<file path="config.mk">
export PLATFORM = sky130hd
export DESIGN_NAME = command_line_hash_dispatcher
export DESIGN_NICKNAME = d
export VERILOG_FILES = /design/src/hw/rtl/cld_pkg.sv /design/src/hw/rtl/cld_dp.sv /design/src/hw/rtl/cld_ctrl.sv /design/src/hw/rtl/command_line_hash_dispatcher.sv
export SDC_FILE = /design/constraint.sdc
export NUM_CORES = 1
export LEC_CHECK = 0
export BUFFER_PORTS_ARGS = -buffer_cell sky130_fd_sc_hd__buf_2
export CORE_AREA = 2 2 246 248
export CTS_BUF_LIST = sky130_fd_sc_hd__clkbuf_8
export DETAILED_ROUTE_END_ITERATION = 8
export DIE_AREA = 0 0 248 250
export HOLD_SLACK_MARGIN = 0.06
export PLACE_DENSITY = 0.71
export SYNTH_ARGS = -nofsm -noshare
export SYNTH_HDL_FRONTEND = slang
export SYNTH_SLANG_ARGS = --single-unit
</file>
<file path="constraint.sdc">
create_clock -name clk_i -period 6.86 [get_ports clk_i]
set_input_delay 0.343 -clock clk_i [delete_from_list [all_inputs] [get_ports clk_i]]
set_output_delay 0.343 -clock clk_i [all_outputs]
set_load 0.005 [all_outputs]
</file>
<file path="src/hw/rtl/cld_pkg.sv">
// Shared types and constants for the command line hash dispatcher.
`default_nettype none

package cld_pkg;

  localparam int unsigned TABLE_DEPTH    = 16;
  localparam int unsigned MAX_PARAMS     = 7;
  localparam int unsigned MAX_NAME_CHARS = 5;

  localparam int unsigned IDX_W  = $clog2(TABLE_DEPTH);
  localparam int unsigned CNT_W  = $clog2(TABLE_DEPTH + 1);
  localparam int unsigned TOK_W  = $clog2(MAX_PARAMS + 2);
  localparam int unsigned CHR_W  = $clog2(MAX_NAME_CHARS + 1);

  localparam logic [31:0] HASH_START   = 32'd5381;
  localparam logic [7:0]  CHAR_SPACE   = 8'h20;
  localparam logic [7:0]  CHAR_TAB     = 8'h09;
  localparam logic [7:0]  TERM_DEFAULT = 8'd10;

  typedef enum logic [2:0] {
    ST_MATCHED    = 3'd0,
    ST_UNKNOWN    = 3'd1,
    ST_EMPTY      = 3'd2,
    ST_REGISTERED = 3'd3,
    ST_REJECTED   = 3'd4
  } status_e;

  typedef struct packed {
    logic        command;
    logic [7:0]  char_value;
    logic [39:0] name_bytes;
    logic [3:0]  name_length;
  } cld_in_t;

  typedef struct packed {
    logic [2:0]  status;
    logic [3:0]  entry_index;
    logic [2:0]  param_count;
    logic [31:0] command_hash;
  } cld_out_t;

  // Commands from the controller to the datapath
  typedef struct packed {
    logic    step_char;
    logic    load_line;
    logic    load_reg;
    logic    reg_step;
    logic    scan_clr;
    logic    scan_read;
    logic    scan_inc;
    logic    out_load;
    status_e res_st;
  } cld_cmd_t;

  // Status from the datapath to the controller
  typedef struct packed {
    logic is_reg;
    logic is_term;
    logic line_empty;
    logic reg_reject;
    logic table_empty;
    logic reg_done;
    logic scan_hit;
    logic scan_last;
    logic slot_free;
  } cld_sts_t;

  // One djb2 step: h * 33 + c, wrapping
  function automatic logic [31:0] hash_step(logic [31:0] h, logic [7:0] c);
    hash_step = {h[26:0], 5'b00000} + h + {24'd0, c};
  endfunction

endpackage

`default_nettype wire

</file>
<file path="src/hw/rtl/cld_dp.sv">
// Datapath: line state, hash work register, command table and result register.
`default_nettype none

module cld_dp import cld_pkg::*; (
  input  wire logic     clk_i,
  input  wire logic     rst_ni,
  input  wire cld_in_t  in_data_i,
  input  wire logic     cfg_valid_i,
  input  wire logic     cfg_ready_i,
  input  wire logic [7:0] cfg_data_i,
  input  wire logic     out_stall_i,
  input  wire cld_cmd_t cmd_i,
  output cld_sts_t      sts_o,
  output logic          out_valid_o,
  output cld_out_t      out_data_o
);

  logic [7:0]       term_q;
  logic [31:0]      hash_q, hash_d;
  logic [TOK_W-1:0] tok_q, tok_d;
  logic             in_tok_q, in_tok_d;
  logic             zero_q, zero_d;
  logic [CNT_W-1:0] count_q;
  logic [31:0]      work_hash_q;
  logic [2:0]       res_pc_q;
  logic [39:0]      name_q;
  logic [3:0]       len_q;
  logic [CHR_W-1:0] k_q;
  logic [IDX_W-1:0] scan_idx_q;
  logic [31:0]      rd_data_q;
  logic [31:0]      mem [TABLE_DEPTH];
  logic             out_valid_q;
  cld_out_t         out_q, out_d;
  logic [7:0]       name_byte;
  logic [TOK_W-1:0] tok_pc;

  // Hold the terminator register
  always_ff @(posedge clk_i or negedge rst_ni) begin
    if (!rst_ni) begin
      term_q <= TERM_DEFAULT;
    end else if (cfg_valid_i && cfg_ready_i) begin
      term_q <= cfg_data_i;
    end
  end

  // Advance the line state for one ordinary character
  always_comb begin
    hash_d   = hash_q;
    tok_d    = tok_q;
    in_tok_d = in_tok_q;
    zero_d   = zero_q;
    if (!zero_q) begin
      if (in_data_i.char_value == 8'd0) begin
        zero_d = 1'b1;
      end else if (in_data_i.char_value == CHAR_SPACE ||
                   in_data_i.char_value == CHAR_TAB) begin
        in_tok_d = 1'b0;
      end else begin
        if (!in_tok_q) begin
          in_tok_d = 1'b1;
          if (tok_q < TOK_W'(MAX_PARAMS + 1)) begin
            tok_d = tok_q + TOK_W'(1);
          end
        end
        if (tok_d == TOK_W'(1)) begin
          hash_d = hash_step(hash_q, in_data_i.char_value);
        end
      end
    end
  end

  always_ff @(posedge clk_i or negedge rst_ni) begin
    if (!rst_ni) begin
      hash_q   <= HASH_START;
      tok_q    <= '0;
      in_tok_q <= 1'b0;
      zero_q   <= 1'b0;
    end else if (cmd_i.load_line) begin
      hash_q   <= HASH_START;
      tok_q    <= '0;
      in_tok_q <= 1'b0;
      zero_q   <= 1'b0;
    end else if (cmd_i.step_char) begin
      hash_q   <= hash_d;
      tok_q    <= tok_d;
      in_tok_q <= in_tok_d;
      zero_q   <= zero_d;
    end
  end

  // Parameter count of the finished line, tokens after the command
  assign tok_pc = tok_q - TOK_W'(1);

  // Pick the next name byte; beyond the name the shift yields zero
  assign name_byte = 8'(name_q >> {k_q, 3'b000});

  // Work registers for hashing a name or holding a finished line
  always_ff @(posedge clk_i) begin
    if (cmd_i.load_line) begin
      work_hash_q <= hash_q;
      res_pc_q    <= 3'(tok_pc);
    end else if (cmd_i.load_reg) begin
      work_hash_q <= HASH_START;
      name_q      <= in_data_i.name_bytes;
      len_q       <= in_data_i.name_length;
      k_q         <= '0;
    end else if (cmd_i.reg_step) begin
      work_hash_q <= hash_step(work_hash_q, name_byte);
      k_q         <= k_q + CHR_W'(1);
    end
  end

  // Step the scan index
  always_ff @(posedge clk_i) begin
    if (cmd_i.scan_clr) begin
      scan_idx_q <= '0;
    end else if (cmd_i.scan_inc) begin
      scan_idx_q <= scan_idx_q + IDX_W'(1);
    end
  end

  // Command table: append on registration, registered read during the scan
  always_ff @(posedge clk_i) begin
    if (cmd_i.out_load && cmd_i.res_st == ST_REGISTERED) begin
      mem[count_q[IDX_W-1:0]] <= work_hash_q;
    end
    if (cmd_i.scan_read) begin
      rd_data_q <= mem[scan_idx_q];
    end
  end

  always_ff @(posedge clk_i or negedge rst_ni) begin
    if (!rst_ni) begin
      count_q <= '0;
    end else if (cmd_i.out_load && cmd_i.res_st == ST_REGISTERED) begin
      count_q <= count_q + CNT_W'(1);
    end
  end

  // Build the result
  always_comb begin
    out_d = '0;
    out_d.status = cmd_i.res_st;
    case (cmd_i.res_st)
      ST_MATCHED: begin
        out_d.entry_index  = 4'(scan_idx_q);
        out_d.param_count  = res_pc_q;
        out_d.command_hash = work_hash_q;
      end
      ST_UNKNOWN: begin
        out_d.param_count  = res_pc_q;
        out_d.command_hash = work_hash_q;
      end
      ST_REGISTERED: begin
        out_d.entry_index  = 4'(count_q);
        out_d.command_hash = work_hash_q;
      end
      default: begin
        out_d.entry_index  = '0;
      end
    endcase
  end

  // Output register: hold until taken
  always_ff @(posedge clk_i or negedge rst_ni) begin
    if (!rst_ni) begin
      out_valid_q <= 1'b0;
    end else if (cmd_i.out_load) begin
      out_valid_q <= 1'b1;
    end else if (!out_stall_i) begin
      out_valid_q <= 1'b0;
    end
  end

  always_ff @(posedge clk_i) begin
    if (cmd_i.out_load) begin
      out_q <= out_d;
    end
  end

  assign out_valid_o = out_valid_q;
  assign out_data_o  = out_q;

  // Status to the controller
  assign sts_o.is_reg      = in_data_i.command;
  assign sts_o.is_term     = (in_data_i.char_value == term_q);
  assign sts_o.line_empty  = (tok_q == '0);
  assign sts_o.reg_reject  = (in_data_i.name_length > 4'(MAX_NAME_CHARS)) ||
                             (count_q >= CNT_W'(TABLE_DEPTH));
  assign sts_o.table_empty = (count_q == '0);
  assign sts_o.reg_done    = !({1'b0, k_q} < len_q) || (name_byte == 8'd0);
  assign sts_o.scan_hit    = (rd_data_q == work_hash_q);
  assign sts_o.scan_last   = (({1'b0, scan_idx_q} + CNT_W'(1)) >= count_q);
  assign sts_o.slot_free   = !out_valid_q || !out_stall_i;

  // A result never overwrites one that is still waiting
  a_load_free: assert property (@(posedge clk_i) disable iff (!rst_ni)
    cmd_i.out_load |-> (!out_valid_q || !out_stall_i))
    else $error("result loaded over a waiting result");

  // The table never grows past its depth
  a_count_bound: assert property (@(posedge clk_i) disable iff (!rst_ni)
    count_q <= CNT_W'(TABLE_DEPTH))
    else $error("entry count beyond table depth");

  // Scans read only written entries
  a_scan_written: assert property (@(posedge clk_i) disable iff (!rst_ni)
    cmd_i.scan_read |-> ({1'b0, scan_idx_q} < count_q))
    else $error("scan reads an unwritten entry");

endmodule

`default_nettype wire

</file>
<file path="src/hw/rtl/cld_ctrl.sv">
// Controller: sequences character, terminator and registration requests.
`default_nettype none

module cld_ctrl import cld_pkg::*; (
  input  wire logic     clk_i,
  input  wire logic     rst_ni,
  input  wire logic     in_valid_i,
  output logic          in_stall_o,
  input  wire cld_sts_t sts_i,
  output cld_cmd_t      cmd_o
);

  typedef enum logic [4:0] {
    S_IDLE     = 5'b00001,
    S_REG_HASH = 5'b00010,
    S_SCAN_RD  = 5'b00100,
    S_SCAN_CMP = 5'b01000,
    S_DONE     = 5'b10000
  } state_e;

  state_e  state_q, state_d;
  status_e res_q, res_d;
  logic    accept;

  assign in_stall_o = (state_q != S_IDLE);
  assign accept     = in_valid_i && (state_q == S_IDLE);

  // Next state and datapath commands
  always_comb begin
    state_d = state_q;
    res_d   = res_q;
    cmd_o   = '0;
    cmd_o.res_st = res_q;
    case (state_q)
      S_IDLE: begin
        if (accept) begin
          if (sts_i.is_reg) begin
            if (sts_i.reg_reject) begin
              res_d   = ST_REJECTED;
              state_d = S_DONE;
            end else begin
              cmd_o.load_reg = 1'b1;
              state_d = S_REG_HASH;
            end
          end else if (sts_i.is_term) begin
            cmd_o.load_line = 1'b1;
            cmd_o.scan_clr  = 1'b1;
            if (sts_i.line_empty) begin
              res_d   = ST_EMPTY;
              state_d = S_DONE;
            end else if (sts_i.table_empty) begin
              res_d   = ST_UNKNOWN;
              state_d = S_DONE;
            end else begin
              state_d = S_SCAN_RD;
            end
          end else begin
            cmd_o.step_char = 1'b1;
          end
        end
      end
      S_REG_HASH: begin
        if (sts_i.reg_done) begin
          res_d   = ST_REGISTERED;
          state_d = S_DONE;
        end else begin
          cmd_o.reg_step = 1'b1;
        end
      end
      S_SCAN_RD: begin
        cmd_o.scan_read = 1'b1;
        state_d = S_SCAN_CMP;
      end
      S_SCAN_CMP: begin
        if (sts_i.scan_hit) begin
          res_d   = ST_MATCHED;
          state_d = S_DONE;
        end else if (sts_i.scan_last) begin
          res_d   = ST_UNKNOWN;
          state_d = S_DONE;
        end else begin
          cmd_o.scan_inc = 1'b1;
          state_d = S_SCAN_RD;
        end
      end
      S_DONE: begin
        if (sts_i.slot_free) begin
          cmd_o.out_load = 1'b1;
          state_d = S_IDLE;
        end
      end
      default: begin
        state_d = S_IDLE;
      end
    endcase
  end

  always_ff @(posedge clk_i or negedge rst_ni) begin
    if (!rst_ni) begin
      state_q <= S_IDLE;
      res_q   <= ST_EMPTY;
    end else begin
      state_q <= state_d;
      res_q   <= res_d;
    end
  end

endmodule

`default_nettype wire

</file>
<file path="src/hw/rtl/command_line_hash_dispatcher.sv">
// Top level of the command line hash dispatcher.
`default_nettype none

// Ordinary line characters are taken one per cycle while the controller is
// idle and update the djb2 hash of the first token and the parameter count
// in that cycle. A terminator request starts a scan of the command table,
// reading each entry in S_SCAN_RD through the table memory's registered read
// port and comparing it in S_SCAN_CMP; the scan stops at the first hit or at
// the last entry. An empty line, a line met with an empty table and a
// rejected registration go straight to S_DONE without a scan or hashing. A
// registration request hashes its name one character a cycle, up to its
// length or its first zero byte. Each request that gives a result sits in an
// output register until taken; a new request is taken as soon as the previous
// one has handed its result to that register, so a result still waiting
// there holds back the following requests by its stall. The terminator byte
// register resets to 10 and is written through the configuration port, which
// is always ready. The table needs no clearing after reset.
module command_line_hash_dispatcher import cld_pkg::*; (
  input  wire logic       clk_i,
  input  wire logic       rst_ni,
  input  wire logic       in_valid_i,
  output logic            in_stall_o,
  input  wire cld_in_t    in_data_i,
  output logic            out_valid_o,
  input  wire logic       out_stall_i,
  output cld_out_t        out_data_o,
  input  wire logic       cfg_valid_i,
  output logic            cfg_ready_o,
  input  wire logic [7:0] cfg_data_i
);

  cld_cmd_t cmd;
  cld_sts_t sts;

  assign cfg_ready_o = 1'b1;

  cld_ctrl u_ctrl (
    .clk_i      (clk_i),
    .rst_ni     (rst_ni),
    .in_valid_i (in_valid_i),
    .in_stall_o (in_stall_o),
    .sts_i      (sts),
    .cmd_o      (cmd)
  );

  cld_dp u_dp (
    .clk_i       (clk_i),
    .rst_ni      (rst_ni),
    .in_data_i   (in_data_i),
    .cfg_valid_i (cfg_valid_i),
    .cfg_ready_i (cfg_ready_o),
    .cfg_data_i  (cfg_data_i),
    .out_stall_i (out_stall_i),
    .cmd_i       (cmd),
    .sts_o       (sts),
    .out_valid_o (out_valid_o),
    .out_data_o  (out_data_o)
  );

endmodule

`default_nettype wire

</file>
==> summary by stage <==
Routing
The routed wirelength normalized by instance count is 25.4 um. The first routing iteration left 1719 violations. The detailed-route via count is 18500.

The antenna violation net count after detailed routing is 0. The routed wire length is 77100 um. The first-pass iteration count of the detailed router is 7. Dividing the detail-routed via count by the number of cells gives around 6. In the routed design, unresolved DRC markers number 0.

Placed design
Before CTS, the worst setup slack after placement is roughly 2100 ps. The count of buffers from port buffering is 109. The sum of net half-perimeters after detailed placement is 44900 um. The routability congestion estimate is 0.885.

Timing
The minimum period implied by the final worst setup slack is 4840 ps. The timing-limited maximum frequency is between 200 and 250 MHz. Summed over all failing endpoints, the final setup total negative slack is 0 ps. Final hold analysis gives a worst-case slack of 166 ps. At the pin with the least slew margin, the transition time is 1120 ps.

Setup repair after global routing left no endpoint under its margin. Setup violations remaining at the end of the flow were counted as 0. The count of endpoints failing hold in the final timing report is 0. The max-slew violation count was 0. Measured against its own limit, the worst slew margin works out to 25.4%. The clock arrives with ~46 ps of skew. The post-route fraction of the period consumed by the critical path is 70.5%. In the post-route analysis, the smallest setup slack over all paths is just over 2000 ps.

Clocking
The level count of the clock H-tree is 3. The clock tree root buffer cell is sky130_fd_sc_hd__clkbuf_8. Clock-pin slew was measured on the worst setup and hold paths at 70 ps. TritonCTS built the clock tree. The clock passes through at most 3 buffers.

Clock tree synthesis found a total of 732 sinks. The post-cts repair resize count is 0. The total CTS buffers is ~110. The later pin in the worst-skew pair is clocked with a latency of 740 ps. Buffers inserted to repair hold after CTS numbered 66. The post-CTS setup buffer count is 0.

Setup path
In this run the register-to-register setup slack is between 2000 and 2500 ps. The required time reported for the critical path endpoint is roughly 7300 ps. The worst register-to-register path begins at u_dp.k_q[0]. The origin of the worst setup path is u_dp.k_q[0]. For the worst setup path, the data arrival time is 5290 ps. The largest single stage delay on the critical path is 810 ps. The worst setup path is captured at a flip-flop. The worst setup path is of the reg2reg kind. Along the worst path, the maximum fanout reaches 12. Traced cell by cell, the critical path runs through mux4_2 -> a22o_1 -> ha_1 -> ha_1 -> inv_1 -> fa_1 -> nor2b_1 -> o31ai_1 -> a31oi_1 -> a21oi_1 -> o21ai_0 -> a221oi_1 -> o21ai_1 -> xnor2_1 -> o21ai_0.

STA classifies the critical path startpoint as a flip-flop. Among all stages on the critical path, the largest delay is contributed by sky130_fd_sc_hd__edfxtp_1.

Worst hold path
The start point of the worst min-delay path is in_data_i[47]. In this run the worst hold path is classified as in2reg.

Pwr
Dividing total power by cell area gives a power density of 298 nW/um^2. After layout, the design draws a total of between 10000 and 15000 uW. The largest vdd supply drop is approximately 0.28 mV. For this design the static power due to leakage is ~0.013 uW.

Global routing
For met3 alone, demand over resource in global routing was between 4 and 5%. For this run, global-route usage on met2 was measured as 44.0%. The maximum number of pins on one net before global-route repair is 70. The first global-routing pass estimated 117000 um of wire. The via count of the first global-routing pass is 19500. Global routing finished with a remaining overflow of 0.

The most utilized layer in the global route result is met2. Global routing used 32.7% of the available met1 tracks. The number of antenna violations at the first check in global routing is 3. For this run, the total global-route usage over all layers was measured as 25.6%.

Synthesis
For this run, the leading register cell type out of synthesis is sky130_fd_sc_hd__edfxtp_1. By area the synthesized netlist is led by sky130_fd_sc_hd__edfxtp_1, sky130_fd_sc_hd__mux4_2, sky130_fd_sc_hd__ha_1. The number of flip-flops and latches in the synthesized netlist is 732.

The post-synthesis cell type with the largest combined area is sky130_fd_sc_hd__edfxtp_1. The number of enable flip-flop cells after synthesis is ~670. After technology mapping, the gate count stands at approximately 1900. After synthesis the cells add up to 32300 sq um.

The sequential share of the synthesized area is 67.0%. The number of distinct library cells after synthesis is 81. For this run, asynchronously set or reset flops after synthesis account for 8.20%. Each instance of the synthesized netlist takes up on average 17.0 sq um. In the post-synthesis netlist, the cell with the most instances is sky130_fd_sc_hd__edfxtp_1. Yosys printed 0 warnings. Ranked by instance count, the synthesized netlist is headed by sky130_fd_sc_hd__edfxtp_1, sky130_fd_sc_hd__mux4_2, sky130_fd_sc_hd__ha_1. Synthesis produced a netlist with a net count of between 2000 and 2500.

The area fraction of the dominant cell type after synthesis is 62.1%.

Cells and area
Cells with a size suffix above 1 make up 23.5% of the layout. The area growth from synthesis to layout is 14.2%. The multi-input combinational cell area is just over 10000 sq um. The combined flip-flop and latch cell area is 21700 sq um. The layout net count is 2362.

The filler cells instantiated in the layout total roughly 4200.

Die
After floorplanning, the core was divided into 90 placement rows. In this run the standard cell core region covers 59600 sq um. The I/O pin count is 111.

The area enclosed by the die boundary is 62000 sq um. The floorplan step set the die height to about 250 um. The die is 248 um wide.

For this configuration, the core starts out at a cell density of 54.2%.

Run
The number of max-capacitance violations reported is 0.

Run status
The flow ran to the end, and the final reports show no timing, DRC or antenna violations.
## flip-flops by register name (all words and copies together) (netlist names)
signal and count:
u_dp.zero_q 1, u_dp.in_tok_q 1, u_dp.work_hash_q 32, u_dp.term_q 8, u_ctrl.state_q 5, u_dp.hash_q 32, u_dp.count_q 5, u_dp.k_q 3
u_dp.name_q 40, u_dp.out_valid_o 1, u_dp.out_data_o 42, u_dp.rd_data_q 32, u_dp.res_pc_q 3, u_dp.scan_idx_q 4, u_dp.mem 512, u_dp.len_q 4
u_dp.tok_q 4, u_ctrl.res_q 3
## cell usage in the layout, fill, tap and decap left out, types with 10 or more instances in the layout
master                          count
sky130_fd_sc_hd__xnor2_1           40
sky130_fd_sc_hd__a21o_1            22
sky130_fd_sc_hd__nand3_1           23
sky130_fd_sc_hd__a211oi_1          14
sky130_fd_sc_hd__o21bai_1          10
sky130_fd_sc_hd__ha_1             131
sky130_fd_sc_hd__mux4_2           166
sky130_fd_sc_hd__buf_4             44
sky130_fd_sc_hd__and3_1            10
sky130_fd_sc_hd__clkinv_2          13
sky130_fd_sc_hd__a22o_1            10
sky130_fd_sc_hd__o21ai_0           59
sky130_fd_sc_hd__edfxtp_1         668
sky130_fd_sc_hd__clkbuf_8         114
sky130_fd_sc_hd__dfrtp_1           51
sky130_fd_sc_hd__inv_1             61
sky130_fd_sc_hd__o31ai_1           10
sky130_fd_sc_hd__nand4_1           11
sky130_fd_sc_hd__nor3_1            10
sky130_fd_sc_hd__nand2_1           94
sky130_fd_sc_hd__clkinv_1          43
sky130_fd_sc_hd__a21oi_1           83
sky130_fd_sc_hd__xor2_1            58
sky130_fd_sc_hd__and2_1            39
sky130_fd_sc_hd__nor2_4            12
sky130_fd_sc_hd__buf_2            109
sky130_fd_sc_hd__nor2_1            89
sky130_fd_sc_hd__dlygate4sd3_1     66
sky130_fd_sc_hd__nor4_1            11
## final cells by class
class,count,share of cell area (%)
Multi-Input combinational cell,1053,28.0
Timing Repair Buffer,219,4.17
Clock inverter,100,1.81
Clock buffer,114,4.25
Tap cell,782,2.65
Inverter,38,0.387
Antenna cell,4,0.0271
Sequential cell,732,58.7
## per-layer routing
| layer | vias up | wire [um] |
|---|---|---|
| met5 | - | 0 |
| met4 | 0 | 2570 |
| met3 | 180 | 5030 |
| met2 | 768 | 40100 |
| met1 | 9470 | 29400 |
| li1 | 8106 | - |
## through the flow
| stage | cells | cell area [sq um] | util, % |
|---|---|---|---|
| 2_1_floorplan | 1895 | 32300 | - |
| 3_3_place_gp | 2758 | 34000 | 57.0 |
| 3_5_place_dp | 2758 | 34000 | 57.0 |
| 4_1_cts | 3038 | 36900 | 61.9 |
| 5_1_grt | 3040 | 36900 | 61.9 |
| 6_report | 3042 | 36900 | 61.9 |
## cells by family after synthesis
| group | count (synthesis) | synth area share [%] |
|---|---|---|
| mux | 186 | 12.3 |
| compound gates | 282 | 5.66 |
| other cells | 1 | 0.0116 |
| simple gates | 347 | 5.31 |
| buf+inv | 110 | 1.44 |
| fa+ha+maj | 139 | 5.57 |
| xor+xnor | 98 | 2.66 |
| flops | 732 | 67.0 |
## critical path: cells and delay by family, from the launching register on
| family | cells | cell delay (ps) |
|---|---|---|
| AOI/OAI and AO/OA | 8 | 1780 |
| muxes | 1 | 650 |
| xor gates and xnor gates | 1 | 130 |
| and+or+nand+nor | 1 | 220 |
| DFF | 1 | 810 |
| buffers and inverters | 1 | 70 |
| adders and majority gates | 3 | 910 |
## report_power, final
part | internal (uW) | switching (uW)
Combinational | 1170 | 976
Sequential | 5060 | 211
Clock | 1870 | 1720
## path summary, 6_finish.rpt
kind | to | cells after the start
worst max-delay path | u_dp.work_hash_q[29] | 15
worst min-delay path | u_dp.zero_q | 6
worst max register to register | u_dp.work_hash_q[29] | 15
worst min register to register | u_dp.out_data_o[39] | 0
max in group asynchronous | u_dp.hash_q[9] | 3
min in group asynchronous | u_dp.term_q[5] | 3
Power figures use the tool's default switching activity.
